===== config.mk =====
export PLATFORM = sky130hd
export DESIGN_NAME = stepper_ramp_controller_core
export DESIGN_NICKNAME = d
export VERILOG_FILES = /design/src/sv/src_pkg.sv /design/src/sv/src_ctrl.sv /design/src/sv/src_dp.sv /design/src/sv/stepper_ramp_controller_core.sv
export SDC_FILE = /design/constraint.sdc
export NUM_CORES = 2
export LEC_CHECK = 0
export BUFFER_PORTS_ARGS = -buffer_cell sky130_fd_sc_hd__buf_2
export CORE_UTILIZATION = 60
export CTS_CLUSTER_DIAMETER = 120
export DETAILED_ROUTE_END_ITERATION = 7
export PLACE_DENSITY = 0.77
export SYNTH_ARGS = -nofsm -noshare
export SYNTH_HDL_FRONTEND = slang
export SYNTH_SLANG_ARGS = --single-unit

===== constraint.sdc =====
create_clock -name i_clk -period 25.6 [get_ports i_clk]
set_clock_uncertainty 0.05 [all_clocks]
set_input_delay 3.84 -clock i_clk [delete_from_list [all_inputs] [get_ports i_clk]]
set_output_delay 3.84 -clock i_clk [all_outputs]
set_load 0.03 [all_outputs]

===== src/sv/src_pkg.sv =====
`timescale 1ns / 1ps
// ----------------------------------------------------------------------------
// src_pkg
// Shared types and constants of the stepper ramp controller: operation codes,
// register indexes, reset values, controller states and control structs.
// ----------------------------------------------------------------------------
package src_pkg;

    localparam int TARGET_W  = 20;
    localparam int INTERV_W  = 24;
    localparam int RAMP_W    = 16;
    localparam int STEPS_W   = 31;
    localparam int PROD_W    = INTERV_W + RAMP_W;
    localparam int DIV_CNT_W = 5;

    localparam logic [1:0] OP_TICK = 2'd0;
    localparam logic [1:0] OP_MOVE = 2'd1;
    localparam logic [1:0] OP_STOP = 2'd2;

    localparam logic [1:0] CFG_TARGET  = 2'd0;
    localparam logic [1:0] CFG_STARTUP = 2'd1;
    localparam logic [1:0] CFG_SETTLE  = 2'd2;
    localparam logic [1:0] CFG_RAMP    = 2'd3;

    localparam logic [TARGET_W-1:0] TARGET_RST  = 20'd2000;
    localparam logic [INTERV_W-1:0] STARTUP_RST = 24'd10000;
    localparam logic [INTERV_W-1:0] SETTLE_RST  = 24'd0;
    localparam logic [RAMP_W-1:0]   RAMP_RST    = 16'd1;

    localparam logic [INTERV_W-1:0]  ELAPSED_MAX = 24'hFF_FFFF;
    localparam logic [DIV_CNT_W-1:0] DIV_LAST    = 5'd23;
    localparam logic [31:0]          MOVE_MIN_NEG = 32'h8000_0000;

    typedef enum logic [2:0] {
        ST_IDLE,
        ST_EVAL,
        ST_MUL,
        ST_DIV,
        ST_RAMP,
        ST_EMIT
    } t_state;

    typedef struct packed {
        logic capture;
        logic eval;
        logic mul;
        logic div_step;
        logic ramp_load;
        logic emit;
    } t_dp_cmd;

    typedef struct packed {
        logic need_ramp;
        logic div_last;
        logic out_free;
    } t_dp_status;

    function automatic logic [3:0] coil_pattern(input logic [1:0] phase);
        logic [3:0] pat;
        case (phase)
            2'd0: pat = 4'h3;
            2'd1: pat = 4'h6;
            2'd2: pat = 4'hC;
            2'd3: pat = 4'h9;
            default: pat = 4'h0;
        endcase
        return pat;
    endfunction

endpackage


===== src/sv/src_ctrl.sv =====
`timescale 1ns / 1ps
// ----------------------------------------------------------------------------
// src_ctrl
// Sequencer: takes a request, evaluates it, runs the ramp multiply and
// divide when a step needs a new interval, then hands the result out.
// ----------------------------------------------------------------------------
module src_ctrl (
    input  logic                i_clk,
    input  logic                i_rst_n,
    input  logic                i_in_valid,
    output logic                o_in_ready,
    output src_pkg::t_dp_cmd    o_cmd,
    input  src_pkg::t_dp_status i_status
);
    import src_pkg::*;

    t_state r_state;
    t_state n_state;

    always_ff @(posedge i_clk) begin
        if (!i_rst_n) begin
            r_state <= ST_IDLE;
        end else begin
            r_state <= n_state;
        end
    end

    always_comb begin
        n_state = r_state;
        case (r_state)
            ST_IDLE: begin
                if (i_in_valid) n_state = ST_EVAL;
            end
            ST_EVAL: begin
                n_state = i_status.need_ramp ? ST_MUL : ST_EMIT;
            end
            ST_MUL:  n_state = ST_DIV;
            ST_DIV: begin
                if (i_status.div_last) n_state = ST_RAMP;
            end
            ST_RAMP: n_state = ST_EMIT;
            ST_EMIT: begin
                if (i_status.out_free) n_state = ST_IDLE;
            end
            default: n_state = ST_IDLE;
        endcase
    end

    always_comb begin
        o_in_ready = 1'b0;
        o_cmd      = '0;
        case (r_state)
            ST_IDLE: begin
                o_in_ready    = 1'b1;
                o_cmd.capture = i_in_valid;
            end
            ST_EVAL: o_cmd.eval      = 1'b1;
            ST_MUL:  o_cmd.mul       = 1'b1;
            ST_DIV:  o_cmd.div_step  = 1'b1;
            ST_RAMP: o_cmd.ramp_load = 1'b1;
            ST_EMIT: o_cmd.emit      = i_status.out_free;
            default: o_in_ready = 1'b0;
        endcase
    end

endmodule


===== src/sv/src_dp.sv =====
`timescale 1ns / 1ps
// ----------------------------------------------------------------------------
// src_dp
// Datapath: configuration registers, motion state, ramp multiplier, a
// one-bit-per-cycle divider and the result register.
// ----------------------------------------------------------------------------
module src_dp (
    input  logic                       i_clk,
    input  logic                       i_rst_n,
    input  src_pkg::t_dp_cmd           i_cmd,
    output src_pkg::t_dp_status        o_status,
    input  logic                       i_cfg_valid,
    input  logic [1:0]                 i_cfg_index,
    input  logic [31:0]                i_cfg_data,
    input  logic [1:0]                 i_op,
    input  logic [31:0]                i_move_steps,
    input  logic                       i_out_ready,
    output logic                       o_out_valid,
    output logic [3:0]                 o_coils,
    output logic                       o_busy_res,
    output logic                       o_stepped,
    output logic                       o_done_res
);
    import src_pkg::*;

    // configuration
    logic [TARGET_W-1:0] r_target;
    logic [INTERV_W-1:0] r_startup;
    logic [INTERV_W-1:0] r_settle;
    logic [RAMP_W-1:0]   r_ramp_len;

    // captured request
    logic [1:0]  r_op;
    logic [31:0] r_move;

    // motion state
    logic [1:0]          r_phase,    n_phase;
    logic                r_rev,      n_rev;
    logic [STEPS_W-1:0]  r_left,     n_left;
    logic [STEPS_W-1:0]  r_done_cnt, n_done_cnt;
    logic [INTERV_W-1:0] r_active,   n_active;
    logic [INTERV_W-1:0] r_elapsed,  n_elapsed;
    logic                r_settling, n_settling;
    logic                r_running,  n_running;
    logic                r_stepped,  n_stepped;
    logic                r_done,     n_done;

    // ramp arithmetic
    logic [RAMP_W-1:0]    r_rem,  n_rem;
    logic [INTERV_W-1:0]  r_low,  n_low;
    logic [DIV_CNT_W-1:0] r_cnt,  n_cnt;

    // result register
    logic       r_out_valid;
    logic [3:0] r_coils;
    logic       r_busy;
    logic       r_out_stepped;
    logic       r_out_done;

    logic [INTERV_W-1:0] w_target_x;
    logic [INTERV_W-1:0] w_start;
    logic [INTERV_W-1:0] w_diff;
    logic [RAMP_W-1:0]   w_len;
    logic [RAMP_W-1:0]   w_k;
    logic [PROD_W-1:0]   w_prod;
    logic [RAMP_W:0]     w_trial;
    logic                w_ge;
    logic [31:0]         w_abs;
    logic [INTERV_W-1:0] w_el_inc;
    logic [STEPS_W-1:0]  w_left_dec;
    logic                w_need_ramp;

    assign w_target_x = {{(INTERV_W-TARGET_W){1'b0}}, r_target};
    assign w_start    = (r_startup > w_target_x) ? r_startup : w_target_x;
    assign w_diff     = w_start - w_target_x;
    assign w_len      = (r_ramp_len == '0) ? {{(RAMP_W-1){1'b0}}, 1'b1} : r_ramp_len;
    assign w_k        = (r_done_cnt > {{(STEPS_W-RAMP_W){1'b0}}, w_len}) ?
                        w_len : r_done_cnt[RAMP_W-1:0];
    assign w_prod     = {{RAMP_W{1'b0}}, w_diff} * {{INTERV_W{1'b0}}, w_k};
    assign w_trial    = {r_rem, r_low[INTERV_W-1]};
    assign w_ge       = w_trial >= {1'b0, w_len};
    assign w_abs      = r_move[31] ? (32'd0 - r_move) : r_move;
    assign w_el_inc   = (r_elapsed < ELAPSED_MAX) ? (r_elapsed + 1'b1) : r_elapsed;
    assign w_left_dec = (r_left != '0) ? (r_left - 1'b1) : r_left;

    always_ff @(posedge i_clk) begin
        if (!i_rst_n) begin
            r_target   <= TARGET_RST;
            r_startup  <= STARTUP_RST;
            r_settle   <= SETTLE_RST;
            r_ramp_len <= RAMP_RST;
        end else if (i_cfg_valid) begin
            case (i_cfg_index)
                CFG_TARGET:  r_target   <= i_cfg_data[TARGET_W-1:0];
                CFG_STARTUP: r_startup  <= i_cfg_data[INTERV_W-1:0];
                CFG_SETTLE:  r_settle   <= i_cfg_data[INTERV_W-1:0];
                CFG_RAMP:    r_ramp_len <= i_cfg_data[RAMP_W-1:0];
                default:     r_target   <= r_target;
            endcase
        end
    end

    always_ff @(posedge i_clk) begin
        if (i_cmd.capture) begin
            r_op   <= i_op;
            r_move <= i_move_steps;
        end
    end

    // evaluate one request, then ramp arithmetic
    always_comb begin
        n_phase     = r_phase;
        n_rev       = r_rev;
        n_left      = r_left;
        n_done_cnt  = r_done_cnt;
        n_active    = r_active;
        n_elapsed   = r_elapsed;
        n_settling  = r_settling;
        n_running   = r_running;
        n_stepped   = r_stepped;
        n_done      = r_done;
        n_rem       = r_rem;
        n_low       = r_low;
        n_cnt       = r_cnt;
        w_need_ramp = 1'b0;
        if (i_cmd.eval) begin
            n_stepped = 1'b0;
            n_done    = 1'b0;
            case (r_op)
                OP_MOVE: begin
                    if (r_move != '0 && r_move != MOVE_MIN_NEG) begin
                        n_rev      = r_move[31];
                        n_left     = w_abs[STEPS_W-1:0];
                        n_done_cnt = '0;
                        n_active   = w_start;
                        n_settling = 1'b1;
                        n_running  = 1'b1;
                        n_elapsed  = '0;
                    end
                end
                OP_STOP: begin
                    n_running  = 1'b0;
                    n_settling = 1'b0;
                    n_left     = '0;
                end
                OP_TICK: begin
                    if (r_running) begin
                        n_elapsed = w_el_inc;
                        if (r_settling) begin
                            if (w_el_inc >= r_settle) begin
                                n_settling = 1'b0;
                                n_elapsed  = '0;
                            end
                        end else if (w_el_inc >= r_active) begin
                            n_elapsed  = '0;
                            n_phase    = r_rev ? (r_phase - 1'b1) : (r_phase + 1'b1);
                            n_done_cnt = r_done_cnt + 1'b1;
                            n_stepped  = 1'b1;
                            n_left     = w_left_dec;
                            if (w_left_dec == '0) begin
                                n_running  = 1'b0;
                                n_settling = 1'b0;
                                n_done     = 1'b1;
                            end else if (r_active <= w_target_x) begin
                                n_active = w_target_x;
                            end else begin
                                w_need_ramp = 1'b1;
                            end
                        end
                    end
                end
                default: n_done = 1'b0;
            endcase
        end
        if (i_cmd.mul) begin
            // dividend below len * 2^24, so the top bits already sit below len
            n_rem = w_prod[PROD_W-1:INTERV_W];
            n_low = w_prod[INTERV_W-1:0];
            n_cnt = '0;
        end
        if (i_cmd.div_step) begin
            n_rem = w_ge ? (w_trial[RAMP_W-1:0] - w_len) : w_trial[RAMP_W-1:0];
            n_low = {r_low[INTERV_W-2:0], w_ge};
            n_cnt = r_cnt + 1'b1;
        end
        if (i_cmd.ramp_load) begin
            n_active = w_start - r_low;
        end
    end

    always_ff @(posedge i_clk) begin
        if (!i_rst_n) begin
            r_phase    <= '0;
            r_rev      <= 1'b0;
            r_left     <= '0;
            r_done_cnt <= '0;
            r_active   <= '0;
            r_elapsed  <= '0;
            r_settling <= 1'b0;
            r_running  <= 1'b0;
            r_stepped  <= 1'b0;
            r_done     <= 1'b0;
        end else begin
            r_phase    <= n_phase;
            r_rev      <= n_rev;
            r_left     <= n_left;
            r_done_cnt <= n_done_cnt;
            r_active   <= n_active;
            r_elapsed  <= n_elapsed;
            r_settling <= n_settling;
            r_running  <= n_running;
            r_stepped  <= n_stepped;
            r_done     <= n_done;
        end
    end

    always_ff @(posedge i_clk) begin
        r_rem <= n_rem;
        r_low <= n_low;
        r_cnt <= n_cnt;
    end

    always_ff @(posedge i_clk) begin
        if (!i_rst_n) begin
            r_out_valid <= 1'b0;
        end else if (i_cmd.emit) begin
            r_out_valid <= 1'b1;
        end else if (i_out_ready) begin
            r_out_valid <= 1'b0;
        end
    end

    always_ff @(posedge i_clk) begin
        if (i_cmd.emit) begin
            r_coils       <= r_running ? coil_pattern(r_phase) : 4'h0;
            r_busy        <= r_running;
            r_out_stepped <= r_stepped;
            r_out_done    <= r_done;
        end
    end

    assign o_status.need_ramp = w_need_ramp;
    assign o_status.div_last  = (r_cnt == DIV_LAST);
    assign o_status.out_free  = !r_out_valid || i_out_ready;

    assign o_out_valid = r_out_valid;
    assign o_coils     = r_coils;
    assign o_busy_res  = r_busy;
    assign o_stepped   = r_out_stepped;
    assign o_done_res  = r_out_done;

`ifndef SYNTHESIS
    a_settle_needs_run: assert property (@(posedge i_clk) disable iff (!i_rst_n)
        r_settling |-> r_running)
        else $error("settle phase held while not running");

    a_emit_shows: assert property (@(posedge i_clk) disable iff (!i_rst_n)
        i_cmd.emit |=> r_out_valid)
        else $error("result lost after emit");

    a_ramp_floor: assert property (@(posedge i_clk) disable iff (!i_rst_n)
        i_cmd.ramp_load |=> r_active >= $past(w_target_x))
        else $error("ramped interval fell below target");
`endif

endmodule


===== src/sv/stepper_ramp_controller_core.sv =====
`timescale 1ns / 1ps
// ----------------------------------------------------------------------------
// stepper_ramp_controller_core
// Full-step stepper drive with settle hold and a linear start-up ramp.
// ----------------------------------------------------------------------------
// Usage:
//   Input channel (i_in_valid / o_in_ready) carries one request: op 0 is a
//   one-microsecond tick, op 1 a signed move of i_move_steps, op 2 stop.
//   Every request gives exactly one result on the output channel
//   (o_out_valid / i_out_ready): coil drive, busy, stepped and done flags.
//   Configuration writes (i_cfg_valid / o_cfg_ready, always ready) load the
//   register at i_cfg_index from i_cfg_data: 0 target, 1 startup, 2 settle,
//   3 ramp length. Write only while no request is in flight.
// Timing:
//   o_out_valid rises once a request has passed the evaluate and emit
//   states when no ramp update is needed. A step that recomputes the
//   interval also passes multiply, the one-bit-per-cycle divider (24
//   quotient bits) and load between evaluate and emit.
//   One request is in flight at a time; the next is taken once the result
//   sits in the output register, so a waiting result does not stall intake.
// Reset:
//   Synchronous, active low; config, motion state and o_out_valid reset, so
//   no result is pending; o_coils is not reset. If the receiver stalls, the
//   result holds and the following request waits before its hand-off.
// ----------------------------------------------------------------------------
module stepper_ramp_controller_core (
    input  logic        i_clk,
    input  logic        i_rst_n,
    input  logic        i_in_valid,
    output logic        o_in_ready,
    input  logic [1:0]  i_op,
    input  logic signed [31:0] i_move_steps,
    output logic        o_out_valid,
    input  logic        i_out_ready,
    output logic [3:0]  o_coils,
    output logic        o_busy_res,
    output logic        o_stepped,
    output logic        o_done_res,
    input  logic        i_cfg_valid,
    output logic        o_cfg_ready,
    input  logic [1:0]  i_cfg_index,
    input  logic [31:0] i_cfg_data
);
    import src_pkg::*;

    t_dp_cmd    w_cmd;
    t_dp_status w_status;

    // configuration registers never back-pressure
    assign o_cfg_ready = 1'b1;

    src_ctrl u_ctrl (
        .i_clk      (i_clk),
        .i_rst_n    (i_rst_n),
        .i_in_valid (i_in_valid),
        .o_in_ready (o_in_ready),
        .o_cmd      (w_cmd),
        .i_status   (w_status)
    );

    src_dp u_dp (
        .i_clk        (i_clk),
        .i_rst_n      (i_rst_n),
        .i_cmd        (w_cmd),
        .o_status     (w_status),
        .i_cfg_valid  (i_cfg_valid),
        .i_cfg_index  (i_cfg_index),
        .i_cfg_data   (i_cfg_data),
        .i_op         (i_op),
        .i_move_steps (i_move_steps),
        .i_out_ready  (i_out_ready),
        .o_out_valid  (o_out_valid),
        .o_coils      (o_coils),
        .o_busy_res   (o_busy_res),
        .o_stepped    (o_stepped),
        .o_done_res   (o_done_res)
    );

`ifndef SYNTHESIS
    a_done_is_step: assert property (@(posedge i_clk) disable iff (!i_rst_n)
        (o_out_valid && o_done_res) |-> (o_stepped && !o_busy_res))
        else $error("done reported without final step or while busy");

    a_idle_released: assert property (@(posedge i_clk) disable iff (!i_rst_n)
        (o_out_valid && !o_busy_res) |-> (o_coils == 4'h0))
        else $error("coils driven while idle");

    a_busy_two_coils: assert property (@(posedge i_clk) disable iff (!i_rst_n)
        (o_out_valid && o_busy_res) |-> ($countones(o_coils) == 2))
        else $error("busy result without a two-coil pattern");
`endif

endmodule

Word-level counts from Yosys, hierarchy flattened. Cells that the tools add are included.

Flip-flop bits (word level): 291. Bits of input ports: 73. Output and inout bits: 10. Logic and storage cells: 182.

Add/sub/neg operators: 10. Multipliers: 1. $lt $le $gt $ge: 7. Equality and inequality tests: 28. Mux-type cells: 80. Bitwise operators: 1. Reductions and logical operators: 30.

Operators by type and width (count): two-way mux 24 bit (17); two-way mux 31 bit (10); one-hot mux 24 bit (2 select lines) (2); one-hot mux 31 bit (3 select lines) (1); two-way mux 16 bit (5); one-hot mux 31 bit (2 select lines) (1); greater-or-equal comparator 24 bit (2); multiplier 24 x 16 -> 40 bit (1); two-way mux 1 bit (33); != test 32 bit (second input constant) (1); nonzero test 32 bit (1); adder 31 x 1 -> 31 bit (second input constant) (1); greater-than comparator 31 x 16 -> 1 bit (1); zero test 31 bit (1); nonzero test 31 bit (1); subtractor 1 x 31 -> 31 bit (first input constant) (1); subtractor 31 x 1 -> 31 bit (second input constant) (1); adder 24 x 1 -> 24 bit (second input constant) (1); greater-than comparator 24 x 20 -> 1 bit (1); <= comparator 24 x 20 -> 1 bit (1); < comparator 24 bit (second input constant) (1); subtractor 24 x 20 -> 24 bit (1); subtractor 24 bit (1); one-hot mux 3 bit (6 select lines) (1); 35 further kinds (70).

Logic depth before layout (Yosys ltp).
Word-level depth: 11. Depth in mapped cells: 45. Depth with buffers taken out: 44.

Modules after synthesis. From an unflattened synthesis, not the netlist that was laid out.

Cell total of the unflattened synthesis: 3803. Area, all modules: 31769.2 sq um.

Modules (own cells, without submodules): src_dp (times used 1, cells an instance 3775, area an instance 31504.0 sq um, sequential area each 6626.4 sq um); src_ctrl (times used 1, cells an instance 26, area an instance 254.0 sq um, sequential area each 60.1 sq um); stepper_ramp_controller_core (times used 1, cells an instance 2, area an instance 11.3 sq um, sequential area each 0.0 sq um).

Worst setup path before layout. No wires, ideal clock.

Path kind: reg2reg. From: register u_dp.r_target[11]. To: register u_dp.r_rem[15] (data pin). Library setup time: 269 ps. Arrival: 10087 ps. Required time: 25281 ps. Setup slack: 15195 ps. Cell stages (with the launch flop): 42. Path buffers: 3. Period minus slack after synthesis: 10405 ps. Cell sequence: dfxtp_1 inv_1 ha_1 nand4_1 nor3_1 a211oi_1 a22oi_1 clkbuf_1 clkbuf_1 nand2_1 o21ai_0 ha_1 nor2b_1 o21ai_0 a21boi_0 o41ai_1 a31oi_1 a221o_1 (+6 left out) fa_1 inv_1 fa_1 inv_1 fa_1 fa_1 fa_1 inv_1 ha_1 a21o_1 a21o_1 a21o_1 nand2_1 o21ai_0 a311o_1 a311oi_1 xnor2_1 a21oi_1.

Cells in the longest elaborated chain, start to end: 6.

RTL lines: start: declaration (line src_dp.sv:27) `logic [TARGET_W-1:0] r_target;`; start signal: assignment (line src_dp.sv:94) `CFG_TARGET: r_target <= i_cfg_data[TARGET_W-1:0];`; start signal: assignment (line src_dp.sv:98) `default: r_target <= r_target;`; greater-than comparator 24 x 20 -> 1 bit (line src_dp.sv:74) `assign w_start = (r_startup > w_target_x) ? r_startup : w_target_x;`; two-way mux 24 bit (line src_dp.sv:74); subtractor 24 x 20 -> 24 bit * (line src_dp.sv:75) `assign w_diff = w_start - w_target_x;`; multiplier 24 x 16 -> 40 bit * (line src_dp.sv:79) `assign w_prod = {{RAMP_W{1'b0}}, w_diff} * {{INTERV_W{1'b0}}, w_k};`; two-way mux 16 bit * (line src_dp.sv:175) `if (i_cmd.mul) begin`; two-way mux 16 bit * (line src_dp.sv:181) `if (i_cmd.div_step) begin`; named net u_dp.n_rem[15] (line src_dp.sv:49) `logic [RAMP_W-1:0] r_rem, n_rem;`; end signal: assignment (line src_dp.sv:218) `r_rem <= n_rem;`; end: declaration (line src_dp.sv:49).

The timed path passes the listed nets; every way through them passes the cells marked *. The select of a mux whose other input is x is not followed. A chain may end at the register's enable or synchronous reset.

Worst setup path after layout.
From: register u_dp.r_startup[20]. To: register u_dp.r_rem[10] (data pin).

Cells in the longest elaborated chain, start to end: 6.

RTL lines: start: declaration (line src_dp.sv:28) `logic [INTERV_W-1:0] r_startup;`; start signal: assignment (line src_dp.sv:95) `CFG_STARTUP: r_startup <= i_cfg_data[INTERV_W-1:0];`; greater-than comparator 24 x 20 -> 1 bit (line src_dp.sv:74); two-way mux 24 bit * (line src_dp.sv:74); subtractor 24 x 20 -> 24 bit * (line src_dp.sv:75); multiplier 24 x 16 -> 40 bit * (line src_dp.sv:79); two-way mux 16 bit * (line src_dp.sv:175); two-way mux 16 bit * (line src_dp.sv:181); named net u_dp.n_rem[10] (line src_dp.sv:49).

Marked as above.

==> impl_metrics.tcl <==
set metrics [dict create \
    wl_met2_um 38900 \
    fin_crit_sh 0.469 \
    start_util 0.609 \
    synth_cells 3747 \
    topRoutingLayerUsed "met5" \
    synth_async_sr_flop_share 0 \
    reg2reg_from "u_dp.r_startup[20]$_SDFFE_PN0P_" \
    dominantRegCellSynth "dfxtp_1" \
    grt_pass1_wl_um 137000 \
    syn_area_mm2 0.0314 \
    cts-htree-levels 1 \
    startpoint "u_dp.r_startup[20]$_SDFFE_PN0P_" \
    p_total_w 0.00156 \
    clkSinkCount 291 \
    port_buffers 73 \
    cp-start-kind "register" \
    tritoncts "built" \
    slowest_stage "xnor2_1" \
    post_cts_buffers 0 \
    routed_via_density 6.00 \
    placeableCoreArea_mm2 0.0515 \
    crit_arrival_ns 12.25 \
    timing.rr.end "u_dp.r_rem[10]$_DFFE_PP_" \
    clkLatencyLatePin_ns 0.57 \
    synth_fp_nets 4413 \
    routedWlPerCell_um 19.2 \
    r2r_cells 34 \
    critPathCaptureType "register" \
    nFillCells 4489 \
    powerDensity_mw_per_mm2 46.8 \
    die_x_um 231 \
    syn2layout_area_growth_pct 6.63 \
    tns_ns 0 \
    max_stage_delay_ns 1.00 \
    cts_made_buffers 29 \
    row_count 83 \
    cts_buffer_depth 3 \
    drv_slew 0 \
    vias 26735 \
    rsz0062_at_grt "false" \
    swShare 0.391 \
    die_y_um 231 \
    finalInstanceArea_mm2 0.0334 \
    wl_met3_um 7180 \
    final_layout_size_suffix_gt1_frac 0.0636 \
    power_leakage_nw 15.2 \
    grt_use_total 0.326 \
    max_slew.worst_pin.slew_ns 1.19 \
    yosys_warnings 0 \
    cts_resized 0 \
    holdWs_ns 0.390 \
    endpoint "u_dp.r_rem[10]$_DFFE_PP_" \
    internal_power_w 0.000951 \
    clkPwrFrac 0.293 \
    status "finished clean" \
    holdPathStages 0 \
    final_nets 4416 \
    clockRootBuffer "clkbuf_16" \
    drc 0 \
    setup_viol 0 \
    max_freq_ghz 0.0834 \
    synth.ff_latch_count 291 \
    die-area_mm2 0.0532 \
    synth_seq_area_share 0.213 \
    cp_max_fo 8 \
    cp_common_cell "fa_1" \
    place_hpwl_um 65600 \
    switchingPower_w 0.000612 \
    grt_pass1_vias 25800 \
    dr.pass1.iters 5 \
    crit_type "reg -> reg" \
    synth_cell_types 84 \
    slew_headroom 0.204 \
    regToRegSetupSlack_ns 13.60 \
    drt_wl_total_um 85500 \
    boundaryPins 83 \
    grt_max_degree 67 \
    grt_antenna_before_repair 3 \
    wl_met1_um 36400 \
    synth_area_per_cell_um2 8.37 \
    placed_cell_area_mm2 0.0324 \
    worst_hold_path_type "reg -> reg" \
    synth_edf_count 86 \
    layout_min_cycle_time_ns 12.00 \
    combPwrFrac 0.371 \
    pwr-share-seq 0.336 \
    required_ns 25.85 \
    ant_nets 0 \
    hold_viol_final 0 \
    min-delay-start "u_dp.r_stepped$_SDFFE_PN0P_" \
    ir_drop_mv 0.0631 \
    clkTransAtPathRegs_ns 0.07 \
    drt_iter0_markers 2506 \
    gp_congestion 0.969 \
    overflow 0 \
    hold_buffers 0 \
    maxCapViolCount 0 \
]
cells in the mapped netlist, types with 36 or more instances:
cell type | instances | share of area
nand2_1 | 555 | 0.066
clkbuf_1 | 132 | 0.016
xor2_1 | 94 | 0.026
a211oi_1 | 41 | 0.0098
a21oi_1 | 231 | 0.037
inv_1 | 463 | 0.055
nand3_1 | 58 | 0.0093
fa_1 | 309 | 0.20
o21ai_0 | 162 | 0.026
nor2_1 | 336 | 0.040
nand4_1 | 36 | 0.0072
dfxtp_1 | 205 | 0.13
ha_1 | 284 | 0.11
a21o_1 | 81 | 0.019
edfxtp_1 | 86 | 0.082
nor3_1 | 52 | 0.0083
xnor2_1 | 91 | 0.025
kinds of logic after synthesis:
kind of cell	share of synthesized area
buffers and inverters	0.0743
other	0.000120
multiplexers	0.0218
flip-flops	0.213
adder cells (fa/ha/maj)	0.311
AND/OR/NAND/NOR	0.181
AO/OA/AOI/OAI	0.147
XOR/XNOR	0.0517
routing by layer:
metal | global-route usage | up-vias
li1 | - | 12587
met1 | 0.443 | 12883
met2 | 0.522 | 1059
met3 | 0.0589 | 202
met4 | 0.112 | 4
met5 | 0 | -
sequential cells by signal, summed over array words and instances, names as in the netlist, 2 cells and up:
signal           cells
u_ctrl.r_state       3
u_dp.o_coils         4
u_dp.r_active       24
u_dp.r_cnt           5
u_dp.r_done_cnt     31
u_dp.r_elapsed      24
u_dp.r_left         31
u_dp.r_low          24
u_dp.r_move         32
u_dp.r_op            2
u_dp.r_phase         2
u_dp.r_ramp_len     16
u_dp.r_rem          16
u_dp.r_settle       24
u_dp.r_startup      24
u_dp.r_target       20
power by group through the flow:
stage | Combinational, W | Sequential, W | Clock, W
floorplan | 0.000374 | 0.000522 | 0
global placement | 0.000555 | 0.000533 | 0
detailed placement | 0.000559 | 0.000533 | 0
CTS | 0.000564 | 0.000524 | 0.000463
global route | 0.000620 | 0.000527 | 0.000482
finish | 0.000580 | 0.000525 | 0.000459
worst min path at each step:
stage,endpoint,slack (ns)
after floorplan,u_dp.o_stepped$_DFFE_PP_,0.36
after global placement,u_dp.o_stepped$_DFFE_PP_,0.37
after detailed placement,u_dp.o_stepped$_DFFE_PP_,0.38
after CTS,u_dp.o_stepped$_DFFE_PP_,0.39
after global routing,u_dp.o_stepped$_DFFE_PP_,0.41
final,u_dp.o_stepped$_DFFE_PP_,0.39
critical path: cells and delay by family, from the launching register on:
family          cells  cell delay, ns
compound gates     17            5.05
fa+ha+maj           8            3.88
xor+xnor            2            1.18
simple gates        3            0.85
flops               1            0.50
buf+inv             4            0.21
cell type report:
type / instances / area (um^2) / area share
Multi-Input combinational cell: 2842 / 22400 / 0.670
Sequential cell: 291 / 6690 / 0.200
Inverter: 464 / 1740 / 0.0522
Clock buffer: 42 / 877 / 0.0262
Tap cell: 680 / 851 / 0.0255
Timing Repair Buffer: 122 / 733 / 0.0219
Clock inverter: 12 / 139 / 0.00415
Antenna cell: 1 / 2.50 / 0.0000749
cells in the final DEF, fill, tap and decap left out, types with 31 or more instances in the layout:
cell         n
a211oi_1    41
a21o_1      81
a21oi_1    230
and2_1      35
buf_2       73
buf_4       49
clkbuf_16   31
dfxtp_1    205
edfxtp_1    86
fa_1       309
ha_1       284
inv_1      463
mux2i_1     33
nand2_1    554
nand3_1     58
nand4_1     36
nor2_1     332
nor3_1      52
o21ai_0    162
xnor2_1     89
xor2_1      94
stage by stage:
| step | utilization | setup slack [ns] | cells |
|---|---|---|---|
| 2_1_floorplan | - | 15.19 | 3747 |
| 3_3_place_gp | 0.629 | 13.91 | 4399 |
| 3_5_place_dp | 0.629 | 13.87 | 4399 |
| 4_1_cts | 0.649 | 13.79 | 4453 |
| 5_1_grt | 0.649 | 12.90 | 4453 |
| 6_report | 0.649 | 13.60 | 4454 |
Power figures use the tool's default switching activity.
